==> src/tmt_pkg.sv <==
// ----------------------------------------------------------------------------
// tmt_pkg
// Shared types, codes and lookup functions of the tagged message tokenizer.
// ----------------------------------------------------------------------------
package tmt_pkg;

  localparam int unsigned TypeMaxDef = 16;
  localparam int unsigned NumKnown   = 14;
  localparam int unsigned QDepth     = 8;

  localparam logic [7:0] ChAmp   = 8'h26;
  localparam logic [7:0] ChLbr   = 8'h5b;
  localparam logic [7:0] ChRbr   = 8'h5d;
  localparam logic [7:0] ChComma = 8'h2c;
  localparam logic [7:0] ChEq    = 8'h3d;

  localparam logic [1:0] ModeKeepAll = 2'd0;
  localparam logic [1:0] ModeListed  = 2'd1;
  localparam logic       RegFilterMode = 1'b0;

  typedef enum logic [3:0] {
    EV_TEXT_CHAR = 4'd0,
    EV_TYPE_CHAR = 4'd1,
    EV_KEY_CHAR  = 4'd2,
    EV_VAL_CHAR  = 4'd3,
    EV_TEXT_END  = 4'd4,
    EV_PAIR_END  = 4'd5,
    EV_CODE_END  = 4'd6,
    EV_CODE_DISC = 4'd7,
    EV_TYPE_END  = 4'd8
  } event_e;

  typedef enum logic [1:0] {
    PH_TEXT  = 2'd0,
    PH_TYPE  = 2'd1,
    PH_KEY   = 2'd2,
    PH_VALUE = 2'd3
  } phase_e;

  typedef enum logic [2:0] {
    ST_IDLE,
    ST_FEED,
    ST_CEND,
    ST_FLUSH_RD,
    ST_FLUSH_EM,
    ST_END,
    ST_LAST
  } state_e;

  typedef enum logic [3:0] {
    CMD_NONE,
    CMD_LOAD,
    CMD_FEED,
    CMD_RELEASE,
    CMD_CEND,
    CMD_FLUSH_RD,
    CMD_FLUSH_EM,
    CMD_TEND,
    CMD_END,
    CMD_LAST
  } cmd_e;

  typedef struct packed {
    logic [7:0] in_byte;
    logic       end_of_message;
  } in_item_t;

  typedef struct packed {
    logic [3:0] event_res;
    logic [7:0] char_value;
    logic       type_truncated;
    logic       last_of_run;
  } out_item_t;

  typedef struct packed {
    cmd_e cmd;
  } tmt_cmd_t;

  typedef struct packed {
    logic q_empty;
    logic eom;
    logic pend_busy;
    logic feed_cend;
    logic feed_flush;
    logic flush_more;
    logic can_emit;
    logic stage_v;
    logic out_free;
  } tmt_status_t;

  function automatic logic [3:0] kt_len(input logic [3:0] k);
    logic [3:0] n;
    case (k)
      4'd0:    n = 4'd4;
      4'd1:    n = 4'd5;
      4'd2:    n = 4'd4;
      4'd3:    n = 4'd5;
      4'd4:    n = 4'd6;
      4'd5:    n = 4'd2;
      4'd6:    n = 4'd3;
      4'd7:    n = 4'd4;
      4'd8:    n = 4'd9;
      4'd9:    n = 4'd5;
      4'd10:   n = 4'd5;
      4'd11:   n = 4'd7;
      4'd12:   n = 4'd8;
      4'd13:   n = 4'd5;
      default: n = 4'd0;
    endcase
    return n;
  endfunction

  // Character at position pos of known type k, zero past its end.
  function automatic logic [7:0] kt_char(input logic [3:0] k, input logic [3:0] pos);
    logic [71:0] w;
    logic [3:0]  n;
    int          idx;
    case (k)
      4'd0:    w = 72'("text");
      4'd1:    w = 72'("emoji");
      4'd2:    w = 72'("face");
      4'd3:    w = 72'("image");
      4'd4:    w = 72'("record");
      4'd5:    w = 72'("at");
      4'd6:    w = 72'("rps");
      4'd7:    w = 72'("dice");
      4'd8:    w = 72'("anonymous");
      4'd9:    w = 72'("shake");
      4'd10:   w = 72'("share");
      4'd11:   w = 72'("contact");
      4'd12:   w = 72'("location");
      4'd13:   w = 72'("music");
      default: w = '0;
    endcase
    n = kt_len(k);
    if (pos < n) begin
      idx = 8 * (int'(n) - 1 - int'(pos));
      return w[idx +: 8];
    end
    return 8'h00;
  endfunction

  // Tail of escape k after the ampersand: #91; #93; amp; #44;
  function automatic logic [7:0] esc_tail(input logic [1:0] k, input logic [1:0] p);
    logic [31:0] w;
    case (k)
      2'd0:    w = "#91;";
      2'd1:    w = "#93;";
      2'd2:    w = "amp;";
      default: w = "#44;";
    endcase
    return w[8*(3-int'(p)) +: 8];
  endfunction

  function automatic logic [7:0] esc_char(input logic [1:0] k);
    logic [7:0] c;
    case (k)
      2'd0:    c = ChLbr;
      2'd1:    c = ChRbr;
      2'd2:    c = ChAmp;
      default: c = ChComma;
    endcase
    return c;
  endfunction

  function automatic logic [7:0] tag_char(input logic [1:0] p);
    logic [7:0] c;
    case (p)
      2'd0:    c = 8'h43;
      2'd1:    c = 8'h51;
      default: c = 8'h3a;
    endcase
    return c;
  endfunction

endpackage

==> src/tagged_message_tokenizer.sv <==
// ----------------------------------------------------------------------------
// tagged_message_tokenizer
// Splits message bytes into tagged text, type, key and value characters.
// ----------------------------------------------------------------------------
// Usage:
// - Input channel (in_valid_i/in_ready_o/in_data_i) takes one raw byte per
//   request plus an end-of-message flag. Output channel returns a stream of
//   tagged results; the last result caused by a byte carries last_of_run.
// - One byte is in work at a time. A plain byte passes the accept, the
//   feed, a step that finds the byte queue empty and one that releases the
//   last result. A further step comes for each byte replayed from the
//   lookahead, each lookahead released at message end, the message end and
//   a code end; when a kept type closes, each type character takes a read
//   and an emit step and a type-end step follows. The sequencer walking
//   the byte queue sets these steps; a new byte is taken only once the
//   last one is through.
// - Results pass through a staging register and an output register, so the
//   first result of a byte appears when the next one is made or the byte
//   finishes; a stalled receiver holds the sequencer once both are full.
// - Reset clears the parse state and sets filter_mode to keep all codes. The
//   user writes filter_mode over APB only in idle; the block does not check.
// ----------------------------------------------------------------------------
module tagged_message_tokenizer #(
  parameter int unsigned TYPE_MAX = tmt_pkg::TypeMaxDef
) (
  input  logic               clk_i,
  input  logic               rst_ni,
  input  logic               in_valid_i,
  output logic               in_ready_o,
  input  tmt_pkg::in_item_t  in_data_i,
  output logic               out_valid_o,
  input  logic               out_ready_i,
  output tmt_pkg::out_item_t out_data_o,
  input  logic               psel,
  input  logic               penable,
  input  logic               pwrite,
  input  logic [2:0]         paddr,
  input  logic [31:0]        pwdata,
  output logic [31:0]        prdata,
  output logic               pready
);
  import tmt_pkg::*;

  logic [1:0]  mode_q;
  tmt_cmd_t    cmd;
  tmt_status_t st;

  // Filter mode register at byte address zero.
  always_ff @(posedge clk_i or negedge rst_ni) begin
    if (!rst_ni) begin
      mode_q <= ModeKeepAll;
    end else if (psel && penable && pwrite && paddr[2] == RegFilterMode) begin
      mode_q <= pwdata[1:0];
    end
  end

  assign pready = 1'b1;
  assign prdata = (paddr[2] == RegFilterMode) ? {30'b0, mode_q} : 32'b0;

  tmt_ctrl u_ctrl (
    .clk_i      (clk_i),
    .rst_ni     (rst_ni),
    .in_valid_i (in_valid_i),
    .in_ready_o (in_ready_o),
    .st_i       (st),
    .cmd_o      (cmd)
  );

  tmt_dp #(
    .TYPE_MAX (TYPE_MAX)
  ) u_dp (
    .clk_i         (clk_i),
    .rst_ni        (rst_ni),
    .cmd_i         (cmd),
    .st_o          (st),
    .in_data_i     (in_data_i),
    .filter_mode_i (mode_q),
    .out_valid_o   (out_valid_o),
    .out_ready_i   (out_ready_i),
    .out_data_o    (out_data_o)
  );

endmodule

==> src/tmt_ctrl.sv <==
// ----------------------------------------------------------------------------
// tmt_ctrl
// Sequencer: walks the byte queue, the type flush and the message end.
// ----------------------------------------------------------------------------
module tmt_ctrl (
  input  logic                clk_i,
  input  logic                rst_ni,
  input  logic                in_valid_i,
  output logic                in_ready_o,
  input  tmt_pkg::tmt_status_t st_i,
  output tmt_pkg::tmt_cmd_t    cmd_o
);
  import tmt_pkg::*;

  state_e state_q, state_d;

  always_ff @(posedge clk_i or negedge rst_ni) begin
    if (!rst_ni) begin
      state_q <= ST_IDLE;
    end else begin
      state_q <= state_d;
    end
  end

  always_comb begin
    state_d    = state_q;
    cmd_o.cmd  = CMD_NONE;
    in_ready_o = 1'b0;
    case (state_q)
      ST_IDLE: begin
        in_ready_o = 1'b1;
        if (in_valid_i) begin
          cmd_o.cmd = CMD_LOAD;
          state_d   = ST_FEED;
        end
      end
      ST_FEED: begin
        if (st_i.can_emit) begin
          if (!st_i.q_empty) begin
            cmd_o.cmd = CMD_FEED;
            if (st_i.feed_cend) begin
              state_d = ST_CEND;
            end else if (st_i.feed_flush) begin
              state_d = ST_FLUSH_RD;
            end
          end else if (st_i.eom && st_i.pend_busy) begin
            cmd_o.cmd = CMD_RELEASE;
          end else if (st_i.eom) begin
            state_d = ST_END;
          end else begin
            state_d = ST_LAST;
          end
        end
      end
      ST_CEND: begin
        if (st_i.can_emit) begin
          cmd_o.cmd = CMD_CEND;
          state_d   = ST_FEED;
        end
      end
      ST_FLUSH_RD: begin
        if (st_i.flush_more) begin
          cmd_o.cmd = CMD_FLUSH_RD;
          state_d   = ST_FLUSH_EM;
        end else if (st_i.can_emit) begin
          cmd_o.cmd = CMD_TEND;
          state_d   = ST_FEED;
        end
      end
      ST_FLUSH_EM: begin
        if (st_i.can_emit) begin
          cmd_o.cmd = CMD_FLUSH_EM;
          state_d   = ST_FLUSH_RD;
        end
      end
      ST_END: begin
        if (st_i.can_emit) begin
          cmd_o.cmd = CMD_END;
          state_d   = ST_LAST;
        end
      end
      ST_LAST: begin
        if (!st_i.stage_v) begin
          state_d = ST_IDLE;
        end else if (st_i.out_free) begin
          cmd_o.cmd = CMD_LAST;
          state_d   = ST_IDLE;
        end
      end
      default: state_d = ST_IDLE;
    endcase
  end

endmodule

==> src/tmt_dp.sv <==
// ----------------------------------------------------------------------------
// tmt_dp
// Datapath: byte queue, opener lookahead, type buffer, result staging.
// ----------------------------------------------------------------------------
module tmt_dp #(
  parameter int unsigned TYPE_MAX = tmt_pkg::TypeMaxDef
) (
  input  logic                 clk_i,
  input  logic                 rst_ni,
  input  tmt_pkg::tmt_cmd_t    cmd_i,
  output tmt_pkg::tmt_status_t st_o,
  input  tmt_pkg::in_item_t    in_data_i,
  input  logic [1:0]           filter_mode_i,
  output logic                 out_valid_o,
  input  logic                 out_ready_i,
  output tmt_pkg::out_item_t   out_data_o
);
  import tmt_pkg::*;

  localparam int unsigned LW = $clog2(TYPE_MAX + 1);
  localparam int unsigned AW = $clog2(TYPE_MAX);

  logic [7:0]          q_q [QDepth];
  logic [7:0]          q_d [QDepth];
  logic [3:0]          qn_q, qn_d;
  logic                eom_q, eom_d;
  logic [7:0]          pb_q [4];
  logic [2:0]          pc_q, pc_d;
  logic                po_q, po_d;
  logic                pb_we;
  logic [1:0]          pb_wa;
  phase_e              ph_q, ph_d;
  logic [LW-1:0]       tl_q, tl_d;
  logic                tlong_q, tlong_d;
  logic                tseen_q, tseen_d;
  logic                kept_q, kept_d;
  logic [NumKnown-1:0] mask_q, mask_d;
  logic [LW-1:0]       fidx_q, fidx_d;
  logic [7:0]          rd_q;
  logic [7:0]          mem [TYPE_MAX];
  logic                ram_we;
  out_item_t           stage_q, stage_d, out_q, out_d;
  logic                stage_v_q, stage_v_d, out_v_q, out_v_d;

  logic                emit_v;
  logic [3:0]          emit_ev;
  logic [7:0]          emit_ch;
  logic                do_del, do_tadd, do_clear;
  logic [7:0]          del_ch, tadd_ch;
  logic [7:0]          b;
  logic [1:0]          p;
  logic                open_ok, esc_full, esc_part, pre_ok, listed, kept_new;
  logic [1:0]          esc_k;
  logic                dec_cend, dec_flush;
  logic                out_free;

  assign b        = q_q[0];
  assign p        = 2'(pc_q - 3'd1);
  assign out_free = !out_v_q || out_ready_i;

  // Escape and opener matching against the held bytes.
  always_comb begin
    esc_full = 1'b0;
    esc_part = 1'b0;
    esc_k    = 2'd0;
    for (int k = 0; k < 4; k++) begin
      pre_ok = (ph_q != PH_TEXT) || (k < 3);
      for (int i = 0; i < 3; i++) begin
        if (i < int'(p) && pb_q[i+1] != esc_tail(2'(k), 2'(i))) pre_ok = 1'b0;
      end
      if (pre_ok && esc_tail(2'(k), p) == b) begin
        if (p == 2'd3) begin
          esc_full = 1'b1;
          esc_k    = 2'(k);
        end else begin
          esc_part = 1'b1;
        end
      end
    end
    open_ok = po_q && (p != 2'd3) && (b == tag_char(p));
  end

  always_comb begin
    listed = 1'b0;
    for (int k = 0; k < NumKnown; k++) begin
      if (mask_q[k] && tl_q == LW'(kt_len(4'(k)))) listed = 1'b1;
    end
    if (tlong_q) listed = 1'b0;
    if (filter_mode_i == ModeKeepAll) kept_new = 1'b1;
    else if (filter_mode_i == ModeListed) kept_new = listed;
    else kept_new = 1'b0;
  end

  always_comb begin
    dec_cend  = 1'b0;
    dec_flush = 1'b0;
    if (pc_q == 3'd0 && b != ChAmp) begin
      if (ph_q == PH_TYPE && b == ChComma) dec_flush = kept_new;
      if (ph_q == PH_VALUE && b == ChRbr) dec_cend = kept_q;
    end
  end

  always_comb begin
    q_d       = q_q;
    qn_d      = qn_q;
    eom_d     = eom_q;
    pc_d      = pc_q;
    po_d      = po_q;
    pb_we     = 1'b0;
    pb_wa     = pc_q[1:0];
    ph_d      = ph_q;
    tl_d      = tl_q;
    tlong_d   = tlong_q;
    tseen_d   = tseen_q;
    kept_d    = kept_q;
    mask_d    = mask_q;
    fidx_d    = fidx_q;
    ram_we    = 1'b0;
    emit_v    = 1'b0;
    emit_ev   = EV_TEXT_CHAR;
    emit_ch   = 8'h00;
    do_del    = 1'b0;
    do_tadd   = 1'b0;
    do_clear  = 1'b0;
    del_ch    = b;
    tadd_ch   = b;
    case (cmd_i.cmd)
      CMD_LOAD: begin
        q_d[0] = in_data_i.in_byte;
        qn_d   = 4'd1;
        eom_d  = in_data_i.end_of_message;
      end
      CMD_FEED: begin
        for (int j = 0; j < QDepth - 1; j++) q_d[j] = q_q[j+1];
        qn_d = qn_q - 4'd1;
        if (pc_q != 3'd0) begin
          if (po_q && open_ok) begin
            if (p == 2'd2) begin
              pc_d = 3'd0;
              po_d = 1'b0;
              if (tseen_q) begin
                emit_v  = 1'b1;
                emit_ev = EV_TEXT_END;
              end
              tseen_d  = 1'b0;
              do_clear = 1'b1;
            end else begin
              pb_we = 1'b1;
              pc_d  = pc_q + 3'd1;
            end
          end else if (!po_q && esc_full) begin
            pc_d   = 3'd0;
            do_del = 1'b1;
            del_ch = esc_char(esc_k);
          end else if (!po_q && esc_part) begin
            pb_we = 1'b1;
            pc_d  = pc_q + 3'd1;
          end else begin
            // Drop the opener and replay the held bytes, this byte, the rest.
            for (int j = 0; j < QDepth; j++) begin
              if (j < int'(p)) q_d[j] = pb_q[2'(j + 1)];
              else if (j == int'(p)) q_d[j] = b;
              else q_d[j] = q_q[3'(j - int'(p))];
            end
            qn_d = ({2'b00, p} + qn_q > 4'(QDepth)) ? 4'(QDepth) : {2'b00, p} + qn_q;
            pc_d = 3'd0;
            po_d = 1'b0;
          end
        end else if (b == ChAmp) begin
          pb_we = 1'b1;
          pb_wa = 2'd0;
          pc_d  = 3'd1;
          po_d  = 1'b0;
        end else begin
          case (ph_q)
            PH_TEXT: begin
              if (b == ChLbr) begin
                pb_we = 1'b1;
                pb_wa = 2'd0;
                pc_d  = 3'd1;
                po_d  = 1'b1;
              end else begin
                do_del = 1'b1;
              end
            end
            PH_TYPE: begin
              if (b == ChComma) begin
                kept_d = kept_new;
                ph_d   = PH_KEY;
                fidx_d = '0;
              end else begin
                do_tadd = 1'b1;
              end
            end
            PH_KEY: begin
              if (b == ChEq) ph_d = PH_VALUE;
              else do_del = 1'b1;
            end
            default: begin
              if (b == ChRbr) begin
                if (kept_q) begin
                  emit_v  = 1'b1;
                  emit_ev = EV_PAIR_END;
                end else begin
                  do_clear = 1'b1;
                end
              end else if (b == ChComma) begin
                emit_v  = kept_q;
                emit_ev = EV_PAIR_END;
                ph_d    = PH_KEY;
              end else begin
                do_del = 1'b1;
              end
            end
          endcase
        end
      end
      CMD_RELEASE: begin
        for (int j = 0; j < QDepth; j++) begin
          q_d[j] = (j < int'(p)) ? pb_q[2'(j + 1)] : 8'h00;
        end
        qn_d = {2'b00, p};
        pc_d = 3'd0;
        po_d = 1'b0;
      end
      CMD_CEND: begin
        emit_v   = 1'b1;
        emit_ev  = EV_CODE_END;
        do_clear = 1'b1;
      end
      CMD_FLUSH_EM: begin
        emit_v  = 1'b1;
        emit_ev = EV_TYPE_CHAR;
        emit_ch = rd_q;
        fidx_d  = fidx_q + LW'(1);
      end
      CMD_TEND: begin
        emit_v  = 1'b1;
        emit_ev = EV_TYPE_END;
      end
      CMD_END: begin
        if (ph_q != PH_TEXT) begin
          emit_v  = 1'b1;
          emit_ev = EV_CODE_DISC;
        end else if (tseen_q) begin
          emit_v  = 1'b1;
          emit_ev = EV_TEXT_END;
        end
        tseen_d  = 1'b0;
        pc_d     = 3'd0;
        po_d     = 1'b0;
        do_clear = 1'b1;
      end
      default: ;
    endcase

    if (do_del) begin
      case (ph_q)
        PH_TEXT: begin
          emit_v  = 1'b1;
          emit_ev = EV_TEXT_CHAR;
          emit_ch = del_ch;
          tseen_d = 1'b1;
        end
        PH_TYPE: begin
          do_tadd = 1'b1;
          tadd_ch = del_ch;
        end
        PH_KEY: begin
          emit_v  = kept_q;
          emit_ev = EV_KEY_CHAR;
          emit_ch = del_ch;
        end
        default: begin
          emit_v  = kept_q;
          emit_ev = EV_VAL_CHAR;
          emit_ch = del_ch;
        end
      endcase
    end

    if (do_tadd) begin
      if (tl_q < LW'(TYPE_MAX)) begin
        ram_we = 1'b1;
        tl_d   = tl_q + LW'(1);
        for (int k = 0; k < NumKnown; k++) begin
          if (!(tl_q < LW'(kt_len(4'(k))) && kt_char(4'(k), tl_q[3:0]) == tadd_ch)) begin
            mask_d[k] = 1'b0;
          end
        end
      end else begin
        tlong_d = 1'b1;
      end
    end

    if (do_clear) begin
      ph_d    = (cmd_i.cmd == CMD_FEED && pc_q != 3'd0) ? PH_TYPE : PH_TEXT;
      tl_d    = '0;
      tlong_d = 1'b0;
      kept_d  = 1'b1;
      mask_d  = '1;
    end
  end

  // Result staging: one result waits so the last of a run can be marked.
  always_comb begin
    stage_d   = stage_q;
    stage_v_d = stage_v_q;
    out_d     = out_q;
    out_v_d   = out_v_q && !out_ready_i;
    if (emit_v) begin
      if (stage_v_q) begin
        out_d   = stage_q;
        out_v_d = 1'b1;
      end
      stage_d.event_res      = emit_ev;
      stage_d.char_value     = emit_ch;
      stage_d.type_truncated = tlong_q;
      stage_d.last_of_run    = 1'b0;
      stage_v_d              = 1'b1;
    end
    if (cmd_i.cmd == CMD_LAST) begin
      out_d             = stage_q;
      out_d.last_of_run = 1'b1;
      out_v_d           = 1'b1;
      stage_v_d         = 1'b0;
    end
  end

  always_ff @(posedge clk_i or negedge rst_ni) begin
    if (!rst_ni) begin
      qn_q      <= '0;
      eom_q     <= 1'b0;
      pc_q      <= '0;
      po_q      <= 1'b0;
      ph_q      <= PH_TEXT;
      tl_q      <= '0;
      tlong_q   <= 1'b0;
      tseen_q   <= 1'b0;
      kept_q    <= 1'b1;
      mask_q    <= '1;
      fidx_q    <= '0;
      stage_v_q <= 1'b0;
      out_v_q   <= 1'b0;
    end else begin
      qn_q      <= qn_d;
      eom_q     <= eom_d;
      pc_q      <= pc_d;
      po_q      <= po_d;
      ph_q      <= ph_d;
      tl_q      <= tl_d;
      tlong_q   <= tlong_d;
      tseen_q   <= tseen_d;
      kept_q    <= kept_d;
      mask_q    <= mask_d;
      fidx_q    <= fidx_d;
      stage_v_q <= stage_v_d;
      out_v_q   <= out_v_d;
    end
  end

  always_ff @(posedge clk_i) begin
    q_q     <= q_d;
    stage_q <= stage_d;
    out_q   <= out_d;
    if (pb_we) pb_q[pb_wa] <= b;
  end

  // Type buffer memory.
  always_ff @(posedge clk_i) begin
    if (ram_we) mem[tl_q[AW-1:0]] <= tadd_ch;
    if (cmd_i.cmd == CMD_FLUSH_RD) rd_q <= mem[fidx_q[AW-1:0]];
  end

  always_comb begin
    st_o.q_empty    = (qn_q == 4'd0);
    st_o.eom        = eom_q;
    st_o.pend_busy  = (pc_q != 3'd0);
    st_o.feed_cend  = dec_cend;
    st_o.feed_flush = dec_flush;
    st_o.flush_more = (fidx_q < tl_q);
    st_o.can_emit   = !stage_v_q || out_free;
    st_o.stage_v    = stage_v_q;
    st_o.out_free   = out_free;
  end

  assign out_valid_o = out_v_q;
  assign out_data_o  = out_q;

endmodule

==> config.mk <==
export PLATFORM = sky130hd
export DESIGN_NAME = tagged_message_tokenizer
export DESIGN_NICKNAME = d
export VERILOG_FILES = /design/src/tmt_pkg.sv /design/src/tagged_message_tokenizer.sv /design/src/tmt_ctrl.sv /design/src/tmt_dp.sv
export SDC_FILE = /design/constraint.sdc
export NUM_CORES = 1
export LEC_CHECK = 0
export BUFFER_PORTS_ARGS = -buffer_cell sky130_fd_sc_hd__buf_2
export CORE_AREA = 2 2 214 216
export DETAILED_ROUTE_END_ITERATION = 7
export DIE_AREA = 0 0 216 218
export PLACE_DENSITY = 0.57
export SLEW_MARGIN = 20
export SYNTH_ARGS = -nofsm -noshare
export SYNTH_HDL_FRONTEND = slang
export SYNTH_SLANG_ARGS = --single-unit
==> constraint.sdc <==
create_clock -name clk_i -period 4.4 [get_ports clk_i]
set_input_delay 1.1 -clock clk_i [delete_from_list [all_inputs] [get_ports clk_i]]
set_output_delay 1.1 -clock clk_i [all_outputs]
set_load 0.02 [all_outputs]
**Word-level counts from Yosys, hierarchy flattened**

Memory sizes are Yosys's and may differ from the RTL's. A register that Yosys moved wholly into a read port is not among the register bits.
Index checks and enable logic that the tools add are counted.
W data, S select, Z words.

- Logic and storage cells: 762
- Memory bits (writable): 160
- Memories kept: 2
- Bits in registers: 136

- Order comparisons: 30
- Bitwise operators: 9
- Add/subtract/negate cells: 30
- Equality and inequality tests: 111
- Multiplexer cells: 407
- Reductions and logical operators: 112
- Shifts and indexed selects: 18

Memories:

| memory | depth | width | rd ports | clocked after memory_dff | wr ports | RTL line | RTL |
|---|---|---|---|---|---|---|---|
| u_dp.mem | 16 | 8 | 1 | 1 | 1 | tmt_dp.sv:40 | `logic [7:0] mem [TYPE_MAX];` |
| u_dp.pb_q | 4 | 8 | 3 | 0 | 1 | tmt_dp.sv:27 | `logic [7:0] pb_q [4];` |

Operators with widths:

| operator | number |
|---|---|
| $mux W72 | 28 |
| $shiftx A72 B32 Y8 | 14 |
| $mux W8 | 91 |
| $mux W64 | 4 |
| $sub A29 B5 Y29 | 8 |
| $bmux W8 S3 | 8 |
| $mux W1 | 164 |
| $eq A8 B8 Y1 | 18 |
| $mux W4 | 34 |
| $shiftx A32 B6 Y8 const A | 4 |
| $pmux W56 S2 | 1 |
| $mux W14 | 6 |
| $mux W3 | 27 |
| $ne A8 B6 Y1 const B | 7 |
| $logic_and A1 B1 Y1 | 55 |
| $reduce_and A3 Y1 | 15 |
| $lt A5 B4 Y1 | 8 |
| $mux W2 | 20 |
| $ne A2 B1 Y1 const B | 20 |
| $sub A4 B1 Y5 const B | 8 |
| $mux W5 | 7 |
| $ge A3 B4 Y1 const B | 8 |
| $lt A4 B4 Y1 | 8 |
| $pmux W4 S7 | 1 |
| other kinds (65) | 153 |

**Depth between registers and ports, before layout**

Gate-level depths: netlist of the first run.

- Depth after elaboration: 34
- Gate-level depth with buffers: 18
- Mapped depth without buffers: 14

**Modules after synthesis**

From an unflattened synthesis of the first run, not the netlist that was laid out.

- Cells, all modules: 1579
- Area total of the unflattened synthesis: 17541.8 um2

By module, submodules not included:

| module | instances | area an instance (um2) | seq. area each (um2) | cells each |
|---|---|---|---|---|
| tmt_dp | 1 | 16793.6 | 8546.9 | 1485 |
| tmt_ctrl | 1 | 386.6 | 75.1 | 54 |
| tagged_message_tokenizer | 1 | 361.6 | 50.0 | 40 |

**Worst setup path after synthesis of the first run**

OpenSTA, ideal clock, no wires.

- Kind: register to register
- Start: register u_dp.pc_q[0]
- End: register u_dp.out_q (netlist bit u_dp.out_data_o[10]), enable pin
- Arrival time: 4.238 ns
- Stages on the path, launching flop included: 17
- Setup time: 0.349 ns
- Data required time: 4.051 ns
- Path buffers: 3
- Setup slack: -0.187 ns
- Path through: dfrtp_1 -> buf_2 -> inv_1 -> ha_1 -> buf_2 -> inv_1 -> a221o_1 -> nor4_1 -> nand2_1 -> a311oi_1 -> a31oi_1 -> nor2_1 -> nand2_1 -> a32oi_2 -> a21oi_1 -> buf_2 -> inv_1

- Cells in the longest elaborated chain, start to end: 22
- Elaborated cells on any way between the ends: 81

Ends and longest elaborated chain:

| item | RTL line | RTL |
|---|---|---|
| start, declared | tmt_dp.sv:28 | `logic [2:0] pc_q, pc_d;` |
| start signal, assigned | tmt_dp.sv:348 | `pc_q <= pc_d;` |
| parallel branches: the longest is 19 deep, another holds $sub A2 B2 Y3 | - |  |
| $mux W1 (*) | tmt_dp.sv:257 | `if (do_del) begin` |
| net u_dp.emit_v | tmt_dp.sv:45 | `logic emit_v;` |
| $reduce_bool A2 Y1 (no source line) (*) | - |  |
| $reduce_and A2 Y1 (no source line) (*) | - |  |
| end signal, assigned | tmt_dp.sv:365 | `out_q <= out_d;` |
| end, declared | tmt_dp.sv:42 | `out_item_t stage_q, stage_d, out_q, out_d;` |

Mark *: on every way through the listed nets, which the timed path passes.
A chain may end at the register's enable or synchronous reset.

**Worst setup path after layout of the first run**

- Start: register u_dp.pc_q[0]
- End: memory u_dp.mem[6][5], enable pin

- Cells in the longest elaborated chain, start to end: 23
- Elaborated cells on any way between the ends: 72

Ends and longest elaborated chain:

| item | RTL line | RTL |
|---|---|---|
| parallel branches: the longest is 19 deep, another holds $sub A2 B2 Y3 | - |  |
| $mux W1 (*) | tmt_dp.sv:257 |  |
| $mux W1 (*) | tmt_dp.sv:282 | `if (do_tadd) begin` |
| $mux W1 (*) | tmt_dp.sv:371 | `if (ram_we) mem[tl_q[AW-1:0]] <= tadd_ch;` |
| $mux W1 (not written as such) (*) | tmt_dp.sv:371 |  |
| end, declared | tmt_dp.sv:40 |  |

Every way passes the cells marked *.

==> results.ini, run 1 <==
[outcome]
status = finished, final reports clean

[pwr]
p_leak_uw = 0.00693
pwr_density_cell_nw_per_um2 = 648
irDropWorstVdd_mv = 0.349

[synthesis]
synth_edf_count = 250
netlist_instances = 1621
ys_ff_latch = 296
async_flop_share = 0.152
ys.flop_type = edfxtp_1
seq_area_frac_synth = 0.490
synth_common_cells = 250 x edfxtp_1, 176 x nor2_1, 124 x nand2_1
syn_area_per_cell_sq_um = 10.9
syn-cell-area_sq_um = 17700
yosysUniqueCellTypes = 89
synth_top_area_frac = 0.424
yosysWarningCount = 0
yosysMostFrequentCell = edfxtp_1
synth_area_leaders = edfxtp_1 42%, mux4_2 9.8%, dfrtp_1 4.2%, nor2_1 3.7%, a21oi_1 3.2%
synth_top_area_cell = edfxtp_1

[layout]
design_area_sq_um = 19900
syn_to_final_growth_pct = 12.3
utilization = 0.443
drive_gt1_frac = 0.184
diodes = 0
fin_nets = 1732

[sta]
max_freq_mhz = 238
tightest_slew_ns = 1.15
rsz0062_at_grt = yes
max_slew_margin = 0.229
hold_viol_final = 0
period_minus_slack_ns = 4.20
slew_violations = 0
finalSetupTns_ns = 0
finClkSkew_ns = 0.0181
fin_crit_sh = 0.955
setup_violations = 0

[worst_setup_path]
rrSetupSlack_ns = 0.20
cp-start-kind = flip-flop
crit_arrival_ns = 4.41
cp.required_ns = 4.60
critPathMaxFanout = 19
r2r_end = u_dp.mem[6][5]$_DFFE_PP_
crit_type = flip-flop to flip-flop
reg2regPathDepth = 12
r2r_start = u_dp.pc_q[0]$_DFFE_PN0P_
crit_path_end_kind = flip-flop

[clock_tree]
clk_path_buf_depth = 3
root_buffer = clkbuf_16
clk_pin_slew_ns = 0.06
htree_levels = 2
cts_tree = built
cts_sinks = 296
cts-hold-fix-buffers = 0
clkLatencyLatePin_ns = 0.56
cts_buffers = 36

[die]
die_h_um = 218
io_pins = 100
initial_core_util = 0.394
rows = 78
dieArea_sq_um = 47100
core-area_sq_um = 44900
die_x_um = 216

[global_routing]
grtUsageTotal = 0.217
grt_pass1_wl_um = 79400
grt_overflow = 0
grt_max_degree = 68
antenna_found_initial = 1
grt_pass1_vias = 13198

[routing]
ant_nets = 0
detail_route.wl_per_cell_um = 22.6
vias_per_cell = 6.02
wl_um = 51500
via_count = 13709
drtIter0Drc = 1402
drcViolationCount = 0
first_pass_iters = 7

[placed_design]
postPlaceCellArea_sq_um = 18600
port-buffer-count = 36
gp_congestion = 0.932
hpwl_um = 35000

[worst_hold_path]
hold_path_end = u_dp.out_data_o[0]$_SDFFE_PP1P_
min_path_cells = 1
min_path_type = flip-flop to flip-flop
min_from = u_dp.out_data_o[0]$_SDFFE_PP1P_

[job]
max_cap_viol_count = 0

cells in the final DEF, fill, tap and decap left out, drive strengths merged, types with 13 or more instances in the layout:
master	count
nand3	43
o21ai	95
nand2	124
conb	31
edfxtp	250
nor3	53
buf	113
nor2	176
and2	17
inv	37
clkbuf	46
dfstp	15
dfrtp	30
and3	31
a21oi	115
o221ai	13
mux2i	36
ha	28
a31oi	18
nor4	13
a22oi	16
nand4	15
a211oi	30
clkinv	13
xnor2	26
mux4	77
nor2b	28
o31ai	15
or3	13
mux2	14
layout make-up:
cell class | count | area (sq um)
timing repair buffer | 113 | 783
multi-input combinational | 1169 | 8320
fill | 4211 | 25000
clock buffer | 46 | 988
inverter | 36 | 138
tap | 600 | 751
sequential | 296 | 8680
clock inverter | 19 | 215
critical path, cell delays in order (launching register included):
cell,delay (ns)
dfrtp_4,0.47
inv_1,0.21
ha_1,0.22
buf_4,0.26
inv_1,0.15
nor4_1,0.62
nor2b_1,0.31
a22oi_1,0.12
a211oi_1,0.23
buf_4,0.26
inv_1,0.12
nor3_1,0.37
and2_1,0.48
sequential cells by signal (all words and copies together), names as in the netlist, 2 cells and up:
register / flops
u_dp.rd_q: 8
u_dp.mask_q: 14
u_dp.pb_q: 24
u_dp.pc_q: 3
u_dp.qn_q: 4
u_dp.q_q: 56
u_dp.ph_q: 2
u_ctrl.state_q: 3
u_dp.mem: 128
u_dp.out_data_o: 14
u_dp.fidx_q: 5
mode_q: 2
u_dp.tl_q: 5
u_dp.b: 8
u_dp.stage_q: 13
where the power goes:
group          leakage, uW  internal (uW)  switching [uW]
clock             0.000582           1790            1240
sequential         0.00284           4080             489
combinational      0.00351           1970            3300
what timing repair did:
action                     in CTS  in global routing
setup buffers                   0                  0
gates resized for setup         0                  5
setup endpoints to repair       0                 55
worst max-delay path by stage:
| stage | start | endpoint | slack (ns) | depth (start not counted) |
|---|---|---|---|---|
| 4_1_cts | u_dp.pc_q[0]$_DFFE_PN0P_ | u_dp.mem[4][4]$_DFFE_PP_ | 0.08 | 13 |
| 5_1_grt | u_dp.pc_q[0]$_DFFE_PN0P_ | u_dp.mask_q[10]$_DFFE_PN1P_ | -0.02 | 14 |
| 3_5_place_dp | u_dp.pc_q[0]$_DFFE_PN0P_ | u_dp.mem[4][1]$_DFFE_PP_ | 0.12 | 13 |
| 6_report | u_dp.pc_q[0]$_DFFE_PN0P_ | u_dp.mem[6][5]$_DFFE_PP_ | 0.20 | 12 |
| 3_3_place_gp | u_dp.pc_q[0]$_DFFE_PN0P_ | u_dp.mem[5][1]$_DFFE_PP_ | 0.19 | 13 |
| 2_1_floorplan | u_dp.pc_q[0]$_DFFE_PN0P_ | u_dp.out_data_o[10]$_DFFE_PP_ | 0.02 | 16 |
logic make-up (layout without fill, tap and decap cells):
group	after synthesis	after routing	share of synthesized area
compound gates	394	394	0.144
xor+xnor	33	33	0.0168
fa+ha+maj	29	29	0.0209
buf+inv	185	214	0.0484
flops	296	296	0.490
mux	127	127	0.127
other cells	2	31	0.000424
simple gates	555	555	0.152
metrics by stage:
stage	total power [uW]	setup WS (ns)	hold WS (ns)	std cells
6_report	12900	0.196	0.469	2279
5_1_grt	13500	-0.0164	0.485	2279
4_1_cts	12900	0.0834	0.474	2279
3_5_place_dp	9840	0.121	0.460	2214
3_3_place_gp	9730	0.186	0.438	2214
2_1_floorplan	8060	0.0160	0.449	1650
layer usage:
layer | global-route usage | wire length, um
met4 | 0.0758 | 1360
met1 | 0.302 | 22600
met3 | 0.0370 | 3600
met5 | 0 | 0
met2 | 0.343 | 23900
Note: power is estimated with default switching activity, not from simulation.
==> run 2, diff against run 1 <==
CORE_AREA = 2 2 152 303   (was 2 2 214 216)
DIE_AREA = 0 0 154 305   (was 0 0 216 218)
==> run 2 against run 1 <==
  * Largest power group unchanged
  * Clock skew down 0.0083 ns
  * Critical endpoint is now u_dp.mask_q[4]$_DFFE_PN1P_
  * Sequential share of layout area up 0.68 points
  * Count of clock-buffer cells in the layout down 6
  * First-iteration DRC count down 15%
  * Clock power down 17%
  * Via count down 2.6%
  * Largest cell class unchanged
  * Setup slack better by 0.033 ns
  * Core utilization down 0.52 points
  * Critical path type unchanged
  * Non-clock buffer count up 3
  * Combinational power down 2%
==> results.ini, run 2 (synthesis results as in run 1) <==
[outcome]
status = finished, final reports clean

[worst_setup_path]
startpoint = u_dp.pc_q[0]$_DFFE_PN0P_
r2r_start = u_dp.pc_q[0]$_DFFE_PN0P_
r2r_end = u_dp.mask_q[4]$_DFFE_PN1P_
reg2regPathDepth = 14
critPathMaxStageDelay_ns = 0.58
rrSetupSlack_ns = 0.23
path_buf_inv = 2
crit_path_end_kind = flip-flop
path_depth = 14
crit_arrival_ns = 4.68
critPathSlowestCell = or4_4
cp.required_ns = 4.91
cp-start-kind = flip-flop
critPathMaxFanout = 11
cpLargestDelayFamily = simple AND/OR/NAND/NOR gates
crit_path_cell_trace = inv_1 > ha_1 > xor2_1 > nand3_1 > nor4_1 > a32oi_1 > o211a_2 > or4_4 > and2_4 > inv_2 > o31ai_2 > a221oi_2 > o22ai_1 > nor3_1
crit_path_end = u_dp.mask_q[4]$_DFFE_PN1P_
crit_type = flip-flop to flip-flop

[global_routing]
grt_pass1_wl_um = 77500
grtUsageTotal = 0.210
grt_overflow = 0
antenna_found_initial = 0
grt_pass1_vias = 12753
grt_max_degree = 71

[die]
die_h_um = 305
initial_core_util = 0.396
io_pins = 100
die_x_um = 154
rows = 110
dieArea_sq_um = 47000
core-area_sq_um = 44700

[pwr]
p_leak_uw = 0.00682
total_power_uw = 12200
irDropWorstVdd_mv = 0.388
pwr_density_cell_nw_per_um2 = 625

[layout]
diodes = 0
layout_common_cells = 250 x edfxtp_1, 175 x nor2_1, 124 x nand2_1, 114 x a21oi_1, 93 x o21ai_0
layout_commonest_cell = edfxtp_1
fin_nets = 1728
drive_gt1_frac = 0.181
syn_to_final_growth_pct = 10.6
largest_reg_flops = 128
fillerInstances = 4195

[clock_tree]
htree_levels = 1
clkLatencyLatePin_ns = 0.59
clk_pin_slew_ns = 0.07
post-cts-setup-buffer-count = 0
cts_tree = built
cts-hold-fix-buffers = 0
root_buffer = clkbuf_16
cts_sinks = 296
cts_buffers = 29
clk_path_buf_depth = 3

[sta]
max_freq_mhz = 240
max_slew_margin = 0.370
hold_viol_final = 0
finalSetupTns_ns = 0
finClkSkew_ns = 0.00982
rsz0062_at_grt = no
hold_ws_ns = 0.458
period_minus_slack_ns = 4.17
setup_violations = 0
slew_violations = 0
tightest_slew_ns = 0.936
fin_crit_sh = 0.948

[routing]
ant_nets = 0
via_count = 13350
detail_route.wl_per_cell_um = 22.3
wl_um = 49700
first_pass_iters = 5
vias_per_cell = 5.98
drtIter0Drc = 1185
drcViolationCount = 0

[placed_design]
gp_congestion = 0.907
port-buffer-count = 36
hpwl_um = 33400

[worst_hold_path]
min_path_cells = 1
min_path_type = flip-flop to flip-flop

[job]
max_cap_viol_count = 0

-- run 2: power breakdown --
group	switching (uW)	leakage, uW	total (uW)	internal, uW
Clock	1130	0.000466	2520	1390
Combinational	3220	0.00352	5190	1970
Sequential	438	0.00284	4520	4080
Total	4780	0.00682	12200	7450
-- run 2: per-stage QoR --
step | utilization | cell area (sq um) | worst slack (ns) | std cells
after global placement | 0.416 | 18600 | 0.297 | 2177
final | 0.437 | 19600 | 0.229 | 2231
after CTS | 0.437 | 19600 | 0.199 | 2231
after global routing | 0.437 | 19600 | 0.00524 | 2231
after detailed placement | 0.416 | 18600 | 0.199 | 2177
after floorplan | - | 17800 | 0.0160 | 1650
-- run 2: worst reg2reg max path, stage by stage (launching register included) --
cell	delay, ns
dfrtp_4	0.53
inv_1	0.18
ha_1	0.34
xor2_1	0.17
nand3_1	0.16
nor4_1	0.41
a32oi_1	0.15
o211a_2	0.34
or4_4	0.58
and2_4	0.24
inv_2	0.31
o31ai_2	0.11
a221oi_2	0.29
o22ai_1	0.12
nor3_1	0.16
-- run 2: final cells by class --
type	count	area (sq um)	area share
repair buffers	116	793	0.0405
multi-input cells	1169	8320	0.425
well taps	560	701	0.0358
clock inverters	14	144	0.00735
flip-flops and latches	296	8680	0.443
clock buffers	40	797	0.0407
inverters	36	138	0.00703
-- run 2: per-layer routing --
metal | wire length, um | GRT usage | vias up | share of wire
met4 | 1400 | 0.0656 | 0 | 0.028
met2 | 23700 | 0.337 | 505 | 0.48
met1 | 21700 | 0.300 | 6571 | 0.44
met3 | 2940 | 0.0213 | 96 | 0.059
li1 | - | - | 6178 | -
met5 | 0 | 0 | - | 0
-- run 2: worst min path at each step --
stage                                    startpoint                              end  slack, ns
floorplan                  u_dp.tlong_q$_DFFE_PN0P_        u_dp.stage_q[1]$_DFFE_PP_       0.45
global placement    u_dp.out_data_o[0]$_SDFFE_PP1P_  u_dp.out_data_o[0]$_SDFFE_PP1P_       0.43
detailed placement  u_dp.out_data_o[0]$_SDFFE_PP1P_  u_dp.out_data_o[0]$_SDFFE_PP1P_       0.44
CTS                 u_dp.out_data_o[0]$_SDFFE_PP1P_  u_dp.out_data_o[0]$_SDFFE_PP1P_       0.46
global route        u_dp.out_data_o[0]$_SDFFE_PP1P_  u_dp.out_data_o[0]$_SDFFE_PP1P_       0.51
finish              u_dp.out_data_o[0]$_SDFFE_PP1P_  u_dp.out_data_o[0]$_SDFFE_PP1P_       0.46
-- run 2: what timing repair did --
| item | 4_1_cts | 5_1_grt |
|---|---|---|
| resized for setup | 0 | 3 |
| endpoints found under the setup margin | 0 | 55 |
| hold endpoints to repair | 0 | 0 |
